$ cat src/sv/clns_pkg.sv
`timescale 1ns / 1ps
package clns_pkg;

  localparam int PC_W = 4;
  localparam int CFG_ADDR_W = 5;
  localparam logic [PC_W-1:0] PC_INIT = 4'd0;
  localparam logic [PC_W-1:0] PC_BYTE = 4'd12;
  localparam logic [PC_W-1:0] PC_END = 4'd13;

  localparam logic [16:0] POWER_UP_RESET = 17'd50000;
  localparam logic [15:0] WAKE_RESET = 16'd5000;
  localparam logic [7:0] ENABLE_RESET = 8'd5;
  localparam logic [9:0] GAP_RESET = 10'd60;
  localparam logic [15:0] CLEAR_RESET = 16'd2000;

  localparam logic [7:0] CMD_CLEAR = 8'h01;
  localparam logic [7:0] CHAR_FORM_FEED = 8'h0C;
  localparam logic [7:0] CMD_SET_DDRAM = 8'h80;

  typedef enum logic [1:0] {
    ACT_INIT = 2'd0,
    ACT_CHAR = 2'd1,
    ACT_RAW = 2'd2,
    ACT_CURSOR = 2'd3
  } action_t;

  typedef enum logic [2:0] {
    REG_POWER_UP = 3'd0,
    REG_WAKE = 3'd1,
    REG_ENABLE = 3'd2,
    REG_GAP = 3'd3,
    REG_CLEAR = 3'd4
  } reg_index_t;

  typedef enum logic [1:0] {
    NIB_CONST = 2'd0,
    NIB_HI = 2'd1,
    NIB_LO = 2'd2
  } nib_sel_t;

  typedef enum logic [1:0] {
    EXTRA_NONE = 2'd0,
    EXTRA_WAKE = 2'd1,
    EXTRA_GAP = 2'd2,
    EXTRA_GAP_CLR = 2'd3
  } extra_sel_t;

  typedef struct packed {
    nib_sel_t nib_sel;
    logic [3:0] nib_const;
    logic rs_from_reg;
    logic before_power_up;
    extra_sel_t extra_sel;
    logic last;
  } ctrl_t;

  function automatic ctrl_t ucode(input logic [PC_W-1:0] pc);
    ctrl_t c;
    c = '{NIB_CONST, 4'h0, 1'b0, 1'b0, EXTRA_NONE, 1'b0};
    case (pc)
      4'd0: c = '{NIB_CONST, 4'h3, 1'b0, 1'b1, EXTRA_WAKE, 1'b0};
      4'd1: c = '{NIB_CONST, 4'h3, 1'b0, 1'b0, EXTRA_WAKE, 1'b0};
      4'd2: c = '{NIB_CONST, 4'h3, 1'b0, 1'b0, EXTRA_WAKE, 1'b0};
      4'd3: c = '{NIB_CONST, 4'h2, 1'b0, 1'b0, EXTRA_NONE, 1'b0};
      4'd4: c = '{NIB_CONST, 4'h2, 1'b0, 1'b0, EXTRA_NONE, 1'b0};
      4'd5: c = '{NIB_CONST, 4'h8, 1'b0, 1'b0, EXTRA_GAP, 1'b0};
      4'd6: c = '{NIB_CONST, 4'h0, 1'b0, 1'b0, EXTRA_NONE, 1'b0};
      4'd7: c = '{NIB_CONST, 4'hC, 1'b0, 1'b0, EXTRA_GAP, 1'b0};
      4'd8: c = '{NIB_CONST, 4'h0, 1'b0, 1'b0, EXTRA_NONE, 1'b0};
      4'd9: c = '{NIB_CONST, 4'h1, 1'b0, 1'b0, EXTRA_GAP_CLR, 1'b0};
      4'd10: c = '{NIB_CONST, 4'h0, 1'b0, 1'b0, EXTRA_NONE, 1'b0};
      4'd11: c = '{NIB_CONST, 4'h6, 1'b0, 1'b0, EXTRA_GAP, 1'b1};
      4'd12: c = '{NIB_HI, 4'h0, 1'b1, 1'b0, EXTRA_NONE, 1'b0};
      4'd13: c = '{NIB_LO, 4'h0, 1'b1, 1'b0, EXTRA_GAP_CLR, 1'b1};
      default: c = '{NIB_CONST, 4'h0, 1'b0, 1'b0, EXTRA_NONE, 1'b1};
    endcase
    return c;
  endfunction

  function automatic logic [7:0] row_base(input logic [1:0] idx);
    logic [7:0] b;
    case (idx)
      2'd0: b = 8'h00;
      2'd1: b = 8'h40;
      2'd2: b = 8'h14;
      default: b = 8'h54;
    endcase
    return b;
  endfunction

endpackage

$ cat src/sv/char_lcd_nibble_sequencer.sv
`timescale 1ns / 1ps
// A request is taken into busy and the step counter; its first strobe is then registered in the output register.
// One strobe per cycle from the step counter unless the output stalls, one ROM step per strobe;
// init gives 12 strobes per request, all other actions 2 strobes.
// A new request is taken while the last strobe still waits at the output register.
// Reset (synchronous): sequencer idle, output empty, configuration registers back to their default values.
module char_lcd_nibble_sequencer (
  input  logic                             clk,
  input  logic                             rst,
  input  logic                             psel,
  input  logic                             penable,
  input  logic                             pwrite,
  input  logic [clns_pkg::CFG_ADDR_W-1:0]  paddr,
  input  logic [31:0]                      pwdata,
  output logic [31:0]                      prdata,
  output logic                             pready,
  input  logic                             in_valid,
  output logic                             in_stall,
  input  logic [1:0]                       action,
  input  logic                             is_data,
  input  logic [7:0]                       byte_value,
  input  logic [4:0]                       col,
  input  logic [2:0]                       row,
  output logic                             out_valid,
  input  logic                             out_stall,
  output logic                             rs,
  output logic [3:0]                       nibble,
  output logic [16:0]                      wait_before_us,
  output logic [7:0]                       enable_high_us,
  output logic [16:0]                      wait_after_us,
  output logic                             last
);
  import clns_pkg::*;

  logic [16:0] power_up_wait;
  logic [15:0] wake_wait;
  logic [7:0] enable_pulse;
  logic [9:0] byte_gap;
  logic [15:0] clear_wait;

  logic busy;
  logic [PC_W-1:0] pc;
  logic [7:0] byte_reg;
  logic rs_reg;
  logic clr_reg;

  logic cfg_write;
  logic in_take;
  logic advance;
  ctrl_t ctrl;
  logic [7:0] req_byte;
  logic req_rs;
  logic req_clr;
  logic [7:0] cursor_addr;
  logic [3:0] nib_next;
  logic [16:0] extra;

  assign pready = 1'b1;
  assign cfg_write = psel && penable && pwrite;

  always_ff @(posedge clk) begin
    if (rst) begin
      power_up_wait <= POWER_UP_RESET;
      wake_wait <= WAKE_RESET;
      enable_pulse <= ENABLE_RESET;
      byte_gap <= GAP_RESET;
      clear_wait <= CLEAR_RESET;
    end else if (cfg_write) begin
      case (paddr[CFG_ADDR_W-1:2])
        REG_POWER_UP: power_up_wait <= pwdata[16:0];
        REG_WAKE: wake_wait <= pwdata[15:0];
        REG_ENABLE: enable_pulse <= pwdata[7:0];
        REG_GAP: byte_gap <= pwdata[9:0];
        REG_CLEAR: clear_wait <= pwdata[15:0];
        default: ;
      endcase
    end
  end

  always_comb begin
    case (paddr[CFG_ADDR_W-1:2])
      REG_POWER_UP: prdata = {15'd0, power_up_wait};
      REG_WAKE: prdata = {16'd0, wake_wait};
      REG_ENABLE: prdata = {24'd0, enable_pulse};
      REG_GAP: prdata = {22'd0, byte_gap};
      REG_CLEAR: prdata = {16'd0, clear_wait};
      default: prdata = 32'd0;
    endcase
  end

  assign in_stall = busy;
  assign in_take = in_valid && !busy;
  assign advance = busy && (!out_valid || !out_stall);
  assign ctrl = ucode(pc);
  assign cursor_addr = row_base(row[1:0] - 2'd1) + {3'd0, col} - 8'd1;

  always_comb begin
    req_byte = byte_value;
    req_rs = 1'b0;
    req_clr = 1'b0;
    case (action_t'(action))
      ACT_INIT: req_clr = 1'b1;
      ACT_CHAR: begin
        if (byte_value == CHAR_FORM_FEED) begin
          req_byte = CMD_CLEAR;
          req_clr = 1'b1;
        end else begin
          req_rs = 1'b1;
        end
      end
      ACT_RAW: req_rs = is_data;
      ACT_CURSOR: req_byte = CMD_SET_DDRAM | cursor_addr;
      default: ;
    endcase
  end

  always_comb begin
    case (ctrl.nib_sel)
      NIB_HI: nib_next = byte_reg[7:4];
      NIB_LO: nib_next = byte_reg[3:0];
      default: nib_next = ctrl.nib_const;
    endcase
    case (ctrl.extra_sel)
      EXTRA_WAKE: extra = {1'b0, wake_wait};
      EXTRA_GAP: extra = {7'd0, byte_gap};
      EXTRA_GAP_CLR: extra = {7'd0, byte_gap} + (clr_reg ? {1'b0, clear_wait} : 17'd0);
      default: extra = 17'd0;
    endcase
  end

  always_ff @(posedge clk) begin
    if (rst) begin
      busy <= 1'b0;
      pc <= PC_INIT;
      out_valid <= 1'b0;
    end else begin
      if (in_take) begin
        busy <= 1'b1;
        pc <= (action_t'(action) == ACT_INIT) ? PC_INIT : PC_BYTE;
      end else if (advance) begin
        pc <= pc + 1'b1;
        if (ctrl.last) begin
          busy <= 1'b0;
        end
      end
      if (advance) begin
        out_valid <= 1'b1;
      end else if (!out_stall) begin
        out_valid <= 1'b0;
      end
    end
  end

  always_ff @(posedge clk) begin
    if (in_take) begin
      byte_reg <= req_byte;
      rs_reg <= req_rs;
      clr_reg <= req_clr;
    end
    if (advance) begin
      rs <= ctrl.rs_from_reg ? rs_reg : 1'b0;
      nibble <= nib_next;
      wait_before_us <= ctrl.before_power_up ? power_up_wait : 17'd0;
      enable_high_us <= enable_pulse;
      wait_after_us <= {9'd0, enable_pulse} + extra;
      last <= ctrl.last;
    end
  end

`ifndef SYNTH
  a_take_busy: assert property (@(posedge clk) disable iff (rst) in_take |=> busy)
    else $error("request transaction did not start the sequencer");
  a_last_idle: assert property (@(posedge clk) disable iff (rst)
    advance && ctrl.last |=> !busy && out_valid && last)
    else $error("final step did not end the request");
  a_pc_range: assert property (@(posedge clk) disable iff (rst) busy |-> pc <= PC_END)
    else $error("step counter ran past the program");
  a_step_out: assert property (@(posedge clk) disable iff (rst) advance |=> out_valid)
    else $error("step did not produce a strobe");
`endif

endmodule

$ cat config.mk
export PLATFORM = sky130hd
export DESIGN_NAME = char_lcd_nibble_sequencer
export DESIGN_NICKNAME = d
export VERILOG_FILES = /design/src/sv/clns_pkg.sv /design/src/sv/char_lcd_nibble_sequencer.sv
export SDC_FILE = /design/constraint.sdc
export NUM_CORES = 1
export LEC_CHECK = 0
export BUFFER_PORTS_ARGS = -buffer_cell sky130_fd_sc_hd__buf_4
export CORE_MARGIN = 1
export CORE_UTILIZATION = 45
export DETAILED_ROUTE_END_ITERATION = 6
export PLACE_DENSITY = 0.72
export SKIP_CTS_REPAIR_TIMING = 1
export SYNTH_ARGS = -nofsm -noshare
export SYNTH_HDL_FRONTEND = slang
export SYNTH_SLANG_ARGS = --single-unit
export TNS_END_PERCENT = 50
$ cat constraint.sdc
create_clock -name clk -period 8.7 [get_ports clk]
set_input_delay 0.435 -clock clk [delete_from_list [all_inputs] [get_ports clk]]
set_output_delay 0.435 -clock clk [all_outputs]
set_load 0.03 [all_outputs]
==> run_results.csv <==
group,metric,value,unit
critical_path,endpoint_kind,"flop",
critical_path,crit_top_cell,"ha_1",
cts,numCtsBuffers,17,
final_layout,layout_commonest_cell,"nand2_1",
final_layout,final_cell_mix,"nand2_1, buf_4, dfxtp_1, nor2_1, a21oi_1",
sta,worst_slew_pin_slew,892,ps
run,max_cap_viol_count,0,
cts,clockBufferDepth,2,
pwr,p_leak,3.72,nW
outcome,outcome,"completed",
final_layout,synthToLayoutAreaGrowth,19.7,%
yosys,synthAdderAreaFrac,6.16,%
global_routing,grt_pass1_vias,5817,
final_layout,reg_top3,"power_up_wait: 17 flops, wait_after_us: 17 flops, wait_before_us: 17 flops",
yosys,synth-edff-count,58,
worst_hold_path,min_delay_path_depth,3,
placed_design,gp_congestion,0.895,
global_routing,overflow,0,
sta,fin_crit,4570,ps
critical_path,cp_max_fo,21,
yosys,muxShareOfSynthArea,6.24,%
critical_path,worstSetupPathType,"reg -> reg",
cts,cts_tree,"yes",
die,fp.coreArea,0.0166,mm2
yosys,yosys_warnings,0,
critical_path,worstPathArrival,4730,ps
yosys,synth_xor_area_share,2.62,%
pwr,ir_drop,0.156,mV
yosys,yosysUniqueCellTypes,67,
worst_hold_path,hold_path.class,"in -> reg",
yosys,synth_ff_type,"dfxtp_1",
cts,clock-root-buffer,"clkbuf_16",
routing,dr.pass1.iters,5,
routing,drt-initial-drc-count,544,
placed_design,place_hpwl,13300,um
placed_design,io_buffer_count,111,
routing,wl_per_cell,16.1,um
global_routing,antenna_found_initial,0,
routing,ant_nets,0,
final_layout,drive_gt1_share,17.9,%
routing,wl,18700,um
sta,max_slew_margin,40.1,%
final_layout,nets,1029,
sta,finalSetupViolations,0,
global_routing,grt_pass1_wl,29800,um
sta,tns,0,ps
critical_path,start_kind,"flop",
die,io_pins,146,
critical_path,rr_worst_depth,16,
yosys,avgSynthCellArea,9.17,um2
cts,htreeDepth,4,
die,die_h,133,um
cts,path_clk_slew,60,ps
critical_path,cp_data_required_time,8860,ps
yosys,async_reset_ff_share,0,%
die,die_area,0.0176,mm2
routing,drt-vias-per-instance,5.35,
yosys,synth_area,0.00768,mm2
sta,fmax,219,MHz
yosys,synth_compound_area_share,14.5,%
global_routing,grt.total_usage,21.8,%
critical_path,path_cells,"and2_1, ha_1, inv_1, fa_1, xnor2_1, mux2_2, a22o_1, ha_1, nor2b_1, o21ai_1, a21boi_1, o21ai_0, a211o_1, a211oi_2, nand3b_1, xor2_1",
sta,final_hold_viol_count,0,
sta,maxSlewViolCount,0,
global_routing,grt_max_degree,76,
sta,rsz0062_at_grt,"false",
final_layout,diodes,0,
placed_design,dpl_worst_slack,4200,ps
sta,worst_slack,4130,ps
routing,vias,6227,
die,initial_core_util,46.1,%
yosys,synth-simple-area-share,20.4,%
yosys,synthCells,837,
die,rows,47,
yosys,ys_seq_area_share,44.6,%
sta,finalCritPeriodShare,52.5,%
sta,fin_worst_skew,13.6,ps
pwr,p_per_area,186,mW/mm2
routing,route.detailed.drc,0,
cts,cts.sinks,142,
yosys,synth_top_family_by_area,"simple AND/OR/NAND/NOR gates",
yosys,synth_seq_cells,142,
critical_path,slowest_delay,860,ps
die,chipWidth,133,um
cts,clk_latency,430,ps
critical_path,slowest_stage,"edfxtp_1",
## final cells by class
class,instances,area [um2]
fillers,1534,7460
multi-input cells,619,3890
well taps,220,275
clock buffers,20,489
flip-flops and latches,142,3420
inverters,34,128
repair buffers,116,871
clock inverters,12,104
## routing by layer
layer	vias up	share of wire, %	global-route usage, %
met5	-	0	0
met4	0	1.8	8.17
met3	25	7.3	5.25
met2	223	45	33.5
met1	2919	46	29.8
li1	3060	-	-
## critical path: cells and delay by family, from the launching register on
kind,cells,cell delay (ps)
AO/OA/AOI/OAI,6,1360
flip-flops,1,860
AND/OR/NAND/NOR,3,530
adder cells (fa/ha/maj),3,920
XOR/XNOR,2,310
buffers and inverters,1,50
multiplexers,1,260
## logic make-up (layout without fill, tap and decap cells)
| family | count (synthesis) | after routing |
|---|---|---|
| AOI/OAI and AO/OA | 171 | 171 |
| xor gates and xnor gates | 23 | 23 |
| adders and majority gates | 36 | 36 |
| buffers and inverters | 90 | 182 |
| DFF | 142 | 142 |
| muxes | 46 | 46 |
| other | 2 | 16 |
| and+or+nand+nor | 327 | 327 |
## metrics by stage
| stage | utilization, % | power [W] | area [um2] | instances | hold WS [ps] |
|---|---|---|---|---|---|
| 2_1_floorplan | - | 0.000924 | 7730 | 851 | 408 |
| 3_3_place_gp | 51.6 | 0.000997 | 8590 | 1131 | 439 |
| 3_5_place_dp | 51.6 | 0.00100 | 8590 | 1131 | 447 |
| 4_1_cts | 55.2 | 0.00172 | 9190 | 1163 | 233 |
| 5_1_grt | 55.2 | 0.00177 | 9190 | 1163 | 250 |
| 6_report | 55.2 | 0.00171 | 9190 | 1163 | 245 |
## Yosys cell counts, types with 7 or more instances
master | number | area, um2
o21ai_0 | 33 | 165
nor2b_1 | 13 | 81.3
edfxtp_1 | 58 | 1740
mux2i_1 | 43 | 430
and2_1 | 32 | 200
ha_1 | 33 | 413
o22ai_1 | 7 | 43.8
a22oi_1 | 7 | 52.6
nand2_1 | 141 | 529
inv_1 | 34 | 128
nor3_1 | 10 | 50.1
xnor2_1 | 11 | 96.3
nand3_1 | 10 | 50.1
a211o_1 | 10 | 87.6
clkbuf_1 | 27 | 101
nand3b_1 | 21 | 158
a21oi_1 | 64 | 320
dfxtp_1 | 84 | 1680
buf_4 | 16 | 120
nor2_1 | 72 | 270
xor2_1 | 12 | 105
a21o_1 | 7 | 52.6
nand2b_1 | 9 | 56.3
buf_2 | 7 | 35.0
## final timing paths
kind	from	endpoint	slack, ps
setup reg to reg	clr_reg	wait_after_us[14]	4130
hold / removal	pwdata[10]	clear_wait[10]	240
hold reg to reg	ctrl[0]	last	450
setup / recovery	clr_reg	wait_after_us[14]	4130
## where the power goes
| group | leakage [nW] | switching [W] | internal (W) |
|---|---|---|---|
| Combinational | 2.19 | 0.000153 | 0.0000892 |
| Clock | 0.297 | 0.000288 | 0.000435 |
| Sequential | 1.23 | 0.0000178 | 0.000725 |
| Total | 3.72 | 0.000458 | 0.00125 |
No activity file was read; power rests on OpenSTA's default activity.
